==> src/rtl/box_blur_3x3_edge_aware_defines.svh <==
// Assertion macros shared by the box blur RTL files.
`ifndef BOX_BLUR_3X3_EDGE_AWARE_DEFINES_SVH
`define BOX_BLUR_3X3_EDGE_AWARE_DEFINES_SVH

`ifndef SYNTHESIS
`define BB_ASSERT_NOW(lbl, clk, rst_n, ante, cons) \
	lbl: assert property (@(posedge clk) disable iff (!rst_n) (ante) |-> (cons)) \
		else $error("box blur check failed");
`define BB_ASSERT_NEXT(lbl, clk, rst_n, ante, cons) \
	lbl: assert property (@(posedge clk) disable iff (!rst_n) (ante) |=> (cons)) \
		else $error("box blur check failed");
`else
`define BB_ASSERT_NOW(lbl, clk, rst_n, ante, cons)
`define BB_ASSERT_NEXT(lbl, clk, rst_n, ante, cons)
`endif

`endif

==> src/rtl/bb3ea_pkg.sv <==
// Package: types, constants and divide helpers for the box blur.
`timescale 1ns / 1ps
`default_nettype none
package bb3ea_pkg;

	localparam int MAX_WIDTH_DEF  = 512;
	localparam int MAX_HEIGHT_DEF = 4096;

	localparam int PIX_W        = 8;
	localparam int PIX_BITS     = 3 * PIX_W;
	localparam int WIDTH_REG_W  = 10;
	localparam int HEIGHT_REG_W = 13;
	localparam int APB_ADDR_W   = 3;
	localparam int APB_DATA_W   = 32;

	localparam logic [WIDTH_REG_W-1:0]  WIDTH_RESET  = 10'd512;
	localparam logic [HEIGHT_REG_W-1:0] HEIGHT_RESET = 13'd512;

	// register index, taken from paddr[2]
	localparam logic REG_FRAME_WIDTH  = 1'b0;
	localparam logic REG_FRAME_HEIGHT = 1'b1;

	localparam int SUM_W       = 12;
	localparam int CNT_W       = 4;
	localparam int RECIP_W     = 19;
	localparam int RECIP_SHIFT = 18;
	localparam int MUL_W       = SUM_W + RECIP_W;

	typedef struct packed {
		logic [PIX_W-1:0] blue;
		logic [PIX_W-1:0] green;
		logic [PIX_W-1:0] red;
	} pix_t;

	typedef struct packed {
		logic take;
		logic shift;
		logic sum;
		logic load_out;
	} cmd_t;

	typedef struct packed {
		logic received;
		logic emit;
		logic out_busy;
	} stat_t;

	// ceil(2^18 / n); exact for biased sums up to 2299
	function automatic logic [RECIP_W-1:0] recip(input logic [CNT_W-1:0] n);
		logic [RECIP_W-1:0] r;
		case (n)
			4'd1: r = 19'd262144;
			4'd2: r = 19'd131072;
			4'd3: r = 19'd87382;
			4'd4: r = 19'd65536;
			4'd6: r = 19'd43691;
			4'd9: r = 19'd29128;
			default: r = '0;
		endcase
		return r;
	endfunction

	function automatic logic [PIX_W-1:0] chan_mean(input logic [SUM_W-1:0] sum,
			input logic [CNT_W-1:0] n);
		logic [SUM_W-1:0] biased;
		logic [MUL_W-1:0] prod;
		biased = sum + SUM_W'(n >> 1);
		prod = MUL_W'(biased) * MUL_W'(recip(n));
		return prod[RECIP_SHIFT +: PIX_W];
	endfunction

endpackage
`default_nettype wire

==> src/rtl/bb3ea_ctrl.sv <==
// Controller state machine for the box blur.
`timescale 1ns / 1ps
`default_nettype none
`include "box_blur_3x3_edge_aware_defines.svh"
module bb3ea_ctrl
	import bb3ea_pkg::*;
(
	input  wire logic  clk,
	input  wire logic  arst_n,
	input  wire logic  s_tvalid,
	input  wire logic  s_action,
	output logic       s_tready,
	input  wire stat_t stat,
	output cmd_t       cmd
);

	typedef enum logic [4:0] {
		ST_IDLE  = 5'b00001,
		ST_SHIFT = 5'b00010,
		ST_READ  = 5'b00100,
		ST_SUM   = 5'b01000,
		ST_MUL   = 5'b10000
	} state_t;

	state_t st_q, st_d;
	logic   accept;

	assign s_tready = (st_q == ST_IDLE);
	assign accept   = s_tvalid && s_tready;

	always_comb begin
		st_d         = st_q;
		cmd          = '0;
		cmd.take     = accept && (stat.received || !s_action);
		case (st_q)
			ST_IDLE: begin
				if (cmd.take) begin
					st_d = ST_SHIFT;
				end
			end
			ST_SHIFT: begin
				cmd.shift = 1'b1;
				if (stat.emit) begin
					st_d = ST_SUM;
				end else if (stat.received) begin
					st_d = ST_READ;
				end else begin
					st_d = ST_IDLE;
				end
			end
			ST_READ: begin
				st_d = ST_SHIFT;
			end
			ST_SUM: begin
				cmd.sum = 1'b1;
				st_d    = ST_MUL;
			end
			ST_MUL: begin
				if (!stat.out_busy) begin
					cmd.load_out = 1'b1;
					st_d         = ST_IDLE;
				end
			end
			default: begin
				st_d = ST_IDLE;
			end
		endcase
	end

	always_ff @(posedge clk or negedge arst_n) begin
		if (!arst_n) begin
			st_q <= ST_IDLE;
		end else begin
			st_q <= st_d;
		end
	end

	`BB_ASSERT_NOW(a_load_free, clk, arst_n, cmd.load_out, !stat.out_busy)
	`BB_ASSERT_NOW(a_read_drain, clk, arst_n, st_q == ST_READ, stat.received)

endmodule
`default_nettype wire

==> config.mk <==
export PLATFORM = sky130hd
export DESIGN_NAME = bb3ea_ctrl
export DESIGN_NICKNAME = d
export VERILOG_FILES = /design/src/rtl/bb3ea_pkg.sv /design/src/rtl/bb3ea_ctrl.sv
export VERILOG_INCLUDE_DIRS = /design/src /design/src/rtl
export SDC_FILE = /design/constraint.sdc
export NUM_CORES = 1
export LEC_CHECK = 0
export BUFFER_PORTS_ARGS = -buffer_cell sky130_fd_sc_hd__buf_2
export CORE_AREA = 8 8 45 47
export CTS_CLUSTER_SIZE = 24
export DETAILED_ROUTE_END_ITERATION = 8
export DIE_AREA = 0 0 53 55
export HOLD_SLACK_MARGIN = 0.02
export PLACE_DENSITY = 0.56
export RECOVER_POWER = 25
export SLEW_MARGIN = 20
export SYNTH_ARGS = -nofsm -noshare
export SYNTH_HDL_FRONTEND = slang
export SYNTH_SLANG_ARGS = --single-unit
==> constraint.sdc <==
create_clock -name clk -period 1.5 [get_ports clk]
set_input_delay 0.3 -clock clk [delete_from_list [all_inputs] [get_ports clk]]
set_output_delay 0.3 -clock clk [all_outputs]
set_load 0.02 [all_outputs]
---- Word level (Yosys, flattened, before mapping) ----
Cells that the tools add are included.
Widths: inputs -> output; s select.
word-level totals
  register bits ........................... 5
  word-level logic and storage cells ...... 22
cells by class
  eq/ne operators ......................... 7
  multiplexer cells ....................... 9
  reduce and logical (&&, ||, !) cells .... 5
operator list
  cell                count
  $pmux 5 s5          1
  $mux 5              3
  $eq 5x1->1 const B  1
  $eq 5x2->1 const B  1
  $eq 5x3->1 const B  1
  $eq 5x4->1 const B  1
  $eq 5x5->1 const B  1
  $mux 1              4
  $mux 3              1
  $logic_and 1x1->1   2
  $ne 2x1->1 const B  1
  $ne 2x2->1 const B  1
  $reduce_and 2->1    1
  $logic_not 1->1     1
  $logic_or 1x1->1    1

---- Logic depth before layout (Yosys ltp) ----
Gate-level depths: netlist (run 1).
  depth in word-level cells ............... 5
  gate-level depth with buffers ........... 4
  depth with buffers taken out ............ 4

---- Least setup slack after synthesis (run 1) ----
OpenSTA, ideal clock, no wires.
  path kind ............................... register -> output
  from .................................... reg st_q[2]
  to ...................................... out cmd[3] in the netlist's numbering
  data arrival time ....................... 1.334 ns
  data required time ...................... 1.200 ns
  setup slack ............................. -0.134 ns
  stages on the path, launching flop included .. 4
  path through ............................ dfrtp_1 -> nor2_1 -> nand2_1 -> nor4_1
RTL lines
  item                    RTL line          source
  from (decl)             bb3ea_ctrl.sv:25  state_t st_q, st_d;
  from (signal assigned)  bb3ea_ctrl.sv:74  st_q <= st_d;
  to (decl)               bb3ea_ctrl.sv:14  output cmd_t cmd

==> run summary, run 1 <==
The flow ran to the end, but the final reports show violations. The checks that failed: setup timing. The via count normalized by instance count came out at about 4.6.

Routability-driven placement finished with a final weighted congestion of slightly below 0.8. The post-route antenna net violation count is 0. The number of nets in the layout is 63. Clock latency on the worst-skew pair, taken at its later pin, is between 0.2 and 0.25 ns. Synthesis produced 33 cells. Dividing total power by cell area gives a power density of 1100 nW/um^2. The final count of pins violating max slew is 0. Of the total power, registers draw about a third. The die span in x came out at approximately 53 um. The portion of the post-synthesis area used by sequential elements came out at 41.4%.

The total global routing track utilization is about 6.6%. In this run the power spent charging and discharging nets is 0.195 mW. The number of flip-flops in the largest register came out at 5.

The static leakage power came out at 0.257 nW. The largest net degree at the start of global routing came out at 8. Summed over all layers, the global routing overflow is 0. The smallest hold slack came out at roughly 0.30 ns. The average cell area after synthesis came out at 9.25 sq um. The number of inserted diodes is 0. For this run, design rule violations remaining after detail routing come to 0. The global routing met3 resource utilization came out at 2.67%.

The actual transition at the worst max-transition pin is ~0.28 ns. The maximum clock path buffer count is 2. The power share of the combinational group is 38.6%. Detailed placement finished with a half-perimeter wire length of approximately 570 um. The max capacitance violation total is 0. Measured on the finished design, the core utilization comes to 37.1%. The time the final worst path needs with I/O delays and setup is roughly 1.6 ns. The number of rows created at floorplan came out at 14. The routing usage on met2 is between 10% and 20%. The met1 track demand over resource in global routing came out at 5.39%.

The core region is about 1400 sq um. The count of endpoints failing hold in the final timing report came out at 0. The worst setup path is of the reg -> out kind.

Summed over its instances, the top area cell type makes up approximately a third of the synthesized netlist area. The area of the die is 2920 sq um. The I/O pin total came out at 12. In the final layout, the registers with the most flip-flops are st_q: 5 flops. The most common cell in the synthesized netlist is sky130_fd_sc_hd__nor2_1. The worst pin sits at a relative slew slack of about four fifths. The setup clock skew after layout is roughly 0.0012 ns. The data arrival time of the critical path came out at between 1 and 1.5 ns.

The number of vias after detailed routing is around 330. The number of nets handed over by synthesis was 40. The number of DRC markers after the initial detailed-route iteration came out at 3.

Ranked by instance count, the synthesized netlist is headed by sky130_fd_sc_hd__nor2_1, sky130_fd_sc_hd__dfrtp_1, sky130_fd_sc_hd__a21oi_1. The level count of the clock H-tree came out at 1. The clock tree from TritonCTS is built.

The switching part of the total is approximately 35%. The first-pass GRT wire length is between 1 and 1.5 mm. The number of buffer cells added on primary ports is 11. The count of flip-flops with a built-in enable after synthesis is 0.

The kind of capture point of the worst setup path is a primary output. The design internal power is 0.370 mW. The final routed wirelength across all metal layers came out at a little under 900 um. The worst setup path is launched from a flip-flop. The ratio of cells with drive above 1 in the final layout is 54.5%. The worst vdd rail ir drop came out at approximately 0.62 mV. The number of clock buffers added by TritonCTS is 3. The critical-path maximum fanout is 4. The clock share of power came out at a little over a quarter. The setup slack of the critical path after layout is -0.112 ns. The number of register bits inferred by synthesis came out at 5. The first-pass detailed-route iteration total is 2. The clock sink total is 5.

The number of unique standard cell types used by synthesis is 22. Setup violations remaining at the end of the flow were counted as 5. For this run, the leading register cell type out of synthesis is sky130_fd_sc_hd__dfrtp_1. The fraction of synthesis flops using an asynchronous set or reset pin is 100%. The Yosys step of the flow raised 0 warnings. The initial antenna violation count came to 0. The sum of negative setup slack came out at -0.379 ns. The layout overhead on the synthesized area is 68.0%. The highest attainable clock frequency came out at roughly 620 MHz. For this configuration, the core starts out at a cell density of 22.1%. Setup repair after global routing could not meet its margin everywhere.

The most heavily used metal layer in global routing is met2. By area the synthesized netlist is led by sky130_fd_sc_hd__dfrtp_1, sky130_fd_sc_hd__dfstp_2, sky130_fd_sc_hd__nor2_1. The largest total area in the synthesized netlist belongs to sky130_fd_sc_hd__dfrtp_1.

The share of the cycle needed by the critical path after routing is 107%. The min-delay analysis places its worst path in the category in -> reg. Ranked by flip-flop count, first place goes to st_q. The CTS root buffer is sky130_fd_sc_hd__clkbuf_4.

After synthesis the cells add up to between 300 and 400 sq um. The die boundary height is approximately 55 um. The required time of the critical path is about 1.2 ns. The CTS clock-pin slew for the worst setup and hold paths came out at about 0.040 ns. The via count of the first global-routing pass is ~360.

The wire length per cell after detailed routing came out at about 12 um.
[metal layers]
metal,up-vias,routed length [um]
met2,12,490
met3,4,53
met5,-,0
met4,0,31
li1,158,-
met1,151,297
[timing repair]
item,CTS,global route
hold buffers,1,0
cloned,0,0
buffers inserted,4,2
hold endpoints to repair,4,0
setup endpoints to repair,5,5
resized for setup,9,3
pin swaps,1,1
[final timing paths]
path | from | to | slack (ns) | cells past startpoint
max | st_q[3] | cmd[2] | -0.11 | 3
min | stat[1] | st_q[3] | 0.30 | 2
max reg2reg | st_q[2] | st_q[1] | 0.10 | 3
min reg2reg | st_q[1] | st_q[1] | 0.51 | 1
max in group asynchronous | arst_n | st_q[0] | 0.80 | 2
min in group asynchronous | arst_n | st_q[4] | 0.44 | 2
[worst max-delay path, cell delays in order, from the launching register on]
cell and delay, ns:
sky130_fd_sc_hd__dfrtp_2 0.45, sky130_fd_sc_hd__nor4b_4 0.31, sky130_fd_sc_hd__and2b_1 0.20, sky130_fd_sc_hd__buf_6 0.12
[logic make-up after synthesis]
kind of cell,share of synthesized area [%]
buf+inv,4.92
flops,41.4
compound gates,15.2
xor+xnor,2.87
simple gates,35.7
[metrics by stage]
stage	area, sq um	instances	total power [mW]	setup slack (ns)
floorplan	312	33	0.290	0.0790
global placement	387	60	0.349	0.0847
global route	513	71	0.603	-0.192
detailed placement	387	60	0.349	0.0681
CTS	480	69	0.545	-0.0976
finish	513	71	0.565	-0.112
[layout by cell type (no fill, tap or decap), drive strengths merged]
master / n
dfstp: 1
o31ai: 1
clkbuf: 5
nand3: 1
and2: 1
and2b: 1
nand2b: 1
dlygate4sd3: 1
nor4: 1
nand2: 1
xor2: 1
or2: 1
nor2: 6
inv: 2
or3b: 1
and3b: 1
and3: 1
a21oi: 3
nor4b: 1
a2111oi: 1
o21ai: 1
buf: 17
nor3: 1
dfrtp: 4
[final cells by class]
class | count | area [sq um]
inverter | 2 | 7.51
fill | 144 | 871
clock buffer | 4 | 26.3
sequential | 5 | 129
tap | 16 | 20.0
multi-input combinational | 25 | 203
timing repair buffer | 19 | 128
[power groups by stage]
stage / Clock (mW) / Combinational [mW] / Sequential, mW
2_1_floorplan: 0 / 0.107 / 0.183
3_3_place_gp: 0 / 0.162 / 0.187
3_5_place_dp: 0 / 0.162 / 0.187
4_1_cts: 0.161 / 0.193 / 0.191
5_1_grt: 0.169 / 0.236 / 0.197
6_report: 0.153 / 0.218 / 0.194
(Power assumes the default switching activity.)
==> run 2: changes to the inputs <==
CTS_BUF_LIST = sky130_fd_sc_hd__clkbuf_4 sky130_fd_sc_hd__clkbuf_8 sky130_fd_sc_hd__clkbuf_16   (was not set)
==> run summary, run 2 (synthesis gave the netlist of run 1 again) <==
The count of endpoints failing hold in the final timing report is 0 (unchanged). The via count normalized by instance count is 4.58 (unchanged). The worst vdd rail ir drop is 0.630 mV (was 0.620 mV).

The placed standard-cell area is 387 sq um (unchanged). The number of placed cells counting well taps is 60 (unchanged). The number of DRC markers after the initial detailed-route iteration is 3 (unchanged). The number of buffers added by the clock tree synthesis step came to 3 (unchanged). The number of inserted diodes is 0 (unchanged).

The peak per-stage delay on the critical path came out at 0.45 ns (about the same). The headroom to the max-slew limit was 81.2% (unchanged). The effective utilization at floorplan came out at 22.1% (unchanged). The static leakage power is 0.261 nW (was 0.257 nW).

The time the final worst path needs with I/O delays and setup came out at 1.61 ns (about the same). The final count of pins violating max slew came out at 0 (unchanged). The start point of the worst min-delay path is stat[1] (unchanged). The data arrival time of the critical path came to 1.31 ns (about the same). The number of nets in the layout came to 63 (unchanged). The sum of routed wire segments on met1 is 301 um (was 297 um). The length of routed met2 wiring is 491 um (was 490 um). The total power consumption of the routed design came out at 0.585 mW (was 0.565 mW). The critical register-to-register path startpoint was st_q[2] (unchanged). The via count of the first global-routing pass came to 364 (unchanged). The die span in x is 53 um (unchanged). The insertion delay of the later-clocked pin in the worst-skew pair came out at 0.24 ns (about the same). The I/O pin total is 12 (unchanged). The worst setup path startpoint was st_q[3] (unchanged). The total met3 wirelength after detailed routing came out at 53 um (unchanged). The final instance area came to 517 sq um (was 513 sq um). The path type of the worst min-delay path was in -> reg (unchanged). The setup clock skew after layout is 0.000865 ns (was 0.00122 ns). The slowest cell on the critical path is sky130_fd_sc_hd__dfrtp_2 (unchanged). The total global routing track utilization came to 6.64% (unchanged). The post-route antenna net violation count came out at 0 (unchanged). The area of the die came out at 2920 sq um (unchanged). The highest attainable clock frequency is 620 MHz (was 621 MHz).

The level count of the clock H-tree is 1 (unchanged). The kind of capture point of the worst setup path is a primary output (unchanged). Most frequent cells in the layout: sky130_fd_sc_hd__buf_4, sky130_fd_sc_hd__buf_2, sky130_fd_sc_hd__nor2_1 (unchanged).

The leading cell type in the layout, fill and taps excluded is sky130_fd_sc_hd__buf_4 (unchanged). The final routed wirelength across all metal layers is 877 um (was 872 um). The max capacitance violation total came out at 0 (unchanged). Violations in the final reports: setup timing (unchanged). The clock sink total came out at 5 (unchanged). The largest net degree at the start of global routing was 8 (unchanged). The CTS root buffer is sky130_fd_sc_hd__clkbuf_4 (unchanged).

The top routing layer in use is met4 (unchanged). The actual transition at the worst max-transition pin is 0.282 ns (unchanged). Top flop regs: st_q: 5 flops (unchanged). The setup slack of the critical path after layout came out at -0.113 ns (was -0.112 ns).

The clock tree from TritonCTS is built (unchanged). The CTS clock-pin slew for the worst setup and hold paths came out at 0.04 ns (about the same). The smallest hold slack is 0.298 ns (was 0.300 ns).

The final core utilization is 37.3% (was 37.1%). The die boundary height is 55 um (unchanged). The final setup violation count came out at 5 (unchanged).

The wire length per cell after detailed routing came out at 12.4 um (was 12.3 um). The share of the cycle needed by the critical path after routing came out at 108% (was 107%). The post-DP HPWL is 567 um (unchanged). The number of buffer cells added on primary ports came out at 11 (unchanged). The number of vias after detailed routing is 325 (unchanged). The final non-filler cell total is 71 (unchanged). Setup repair after global routing missed its margin: true (unchanged). The number of flip-flops in the largest register came out at 5 (unchanged). Result of the run: complete, but fails checks (unchanged). The kind of start point of the critical path was a flip-flop (unchanged).

The required time of the critical path is 1.20 ns (about the same). The maximum clock path buffer count is 2 (unchanged). The first-pass detailed-route iteration total is 2 (unchanged). The total global routing overflow came out at 0 (unchanged). The ratio of total power to cell area is 1130 nW/um^2 (was 1100 nW/um^2).

The number of rows created at floorplan is 14 (unchanged). The type of the worst setup path was reg -> out (unchanged). The first-pass GRT wire length came out at 1.41 mm (unchanged).

The core outline area is 1380 sq um (unchanged). The ratio of cells with drive above 1 in the final layout came out at 56.4% (was 54.5%). The last weighted congestion value of the routability-driven placer was 0.776 (unchanged). Crit path cell chain: nor4b_4, and2b_1, buf_6 (unchanged). The remaining routing DRC violations came out at 0 (unchanged).

The critical-path maximum fanout came out at 4 (unchanged). The top register by number of flip-flops is st_q (unchanged). The initial antenna violation count came out at 0 (unchanged). The layout overhead on the synthesized area came to 69.3% (was 68.0%).
run 2: critical path, delay by kind of cell, from the launching register on:
| family | cells | cell delay, ns |
|---|---|---|
| buffers and inverters | 1 | 0.12 |
| flip-flops | 1 | 0.45 |
| AND/OR/NAND/NOR | 2 | 0.51 |
run 2: routing by layer:
layer / track usage, % / up-vias
li1: - / 158
met2: 12.1 / 12
met4: 6.03 / 0
met1: 5.39 / 151
met5: 0 / -
met3: 2.67 / 4
run 2: power by group:
group | leakage (nW) | switching, mW | internal, mW
combinational | 0.180 | 0.110 | 0.109
clock | 0.0184 | 0.0539 | 0.119
sequential | 0.0621 | 0.0330 | 0.161
total | 0.261 | 0.197 | 0.388
run 2: area by class of cell:
cell class	instances	area (sq um)
Fill cell	143	867
Sequential cell	5	129
Inverter	2	7.51
Timing Repair Buffer	19	128
Clock buffer	4	30.0
Tap cell	16	20.0
Multi-Input combinational cell	25	203
run 2: stage by stage:
step | setup TNS [ns] | setup WS [ns]
floorplan | 0 | 0.0790
global placement | 0 | 0.0847
detailed placement | 0 | 0.0681
CTS | -0.301 | -0.100
global route | -0.823 | -0.192
finish | -0.389 | -0.113
run 2: worst paths after layout:
| kind | to | slack, ns | depth (start not counted) |
|---|---|---|---|
| max | cmd[2] | -0.11 | 3 |
| min | st_q[3] | 0.30 | 2 |
| max reg2reg | st_q[1] | 0.10 | 3 |
| min reg2reg | st_q[1] | 0.51 | 1 |
| max in group asynchronous | st_q[0] | 0.81 | 2 |
| min in group asynchronous | st_q[4] | 0.43 | 2 |
run 2: what timing repair did:
item,4_1_cts,5_1_grt
setup endpoints to repair,5,5
resized for setup,9,3
buffers inserted,4,2
endpoints found under the hold margin,4,0
pin swaps,1,1
hold buffers,1,0
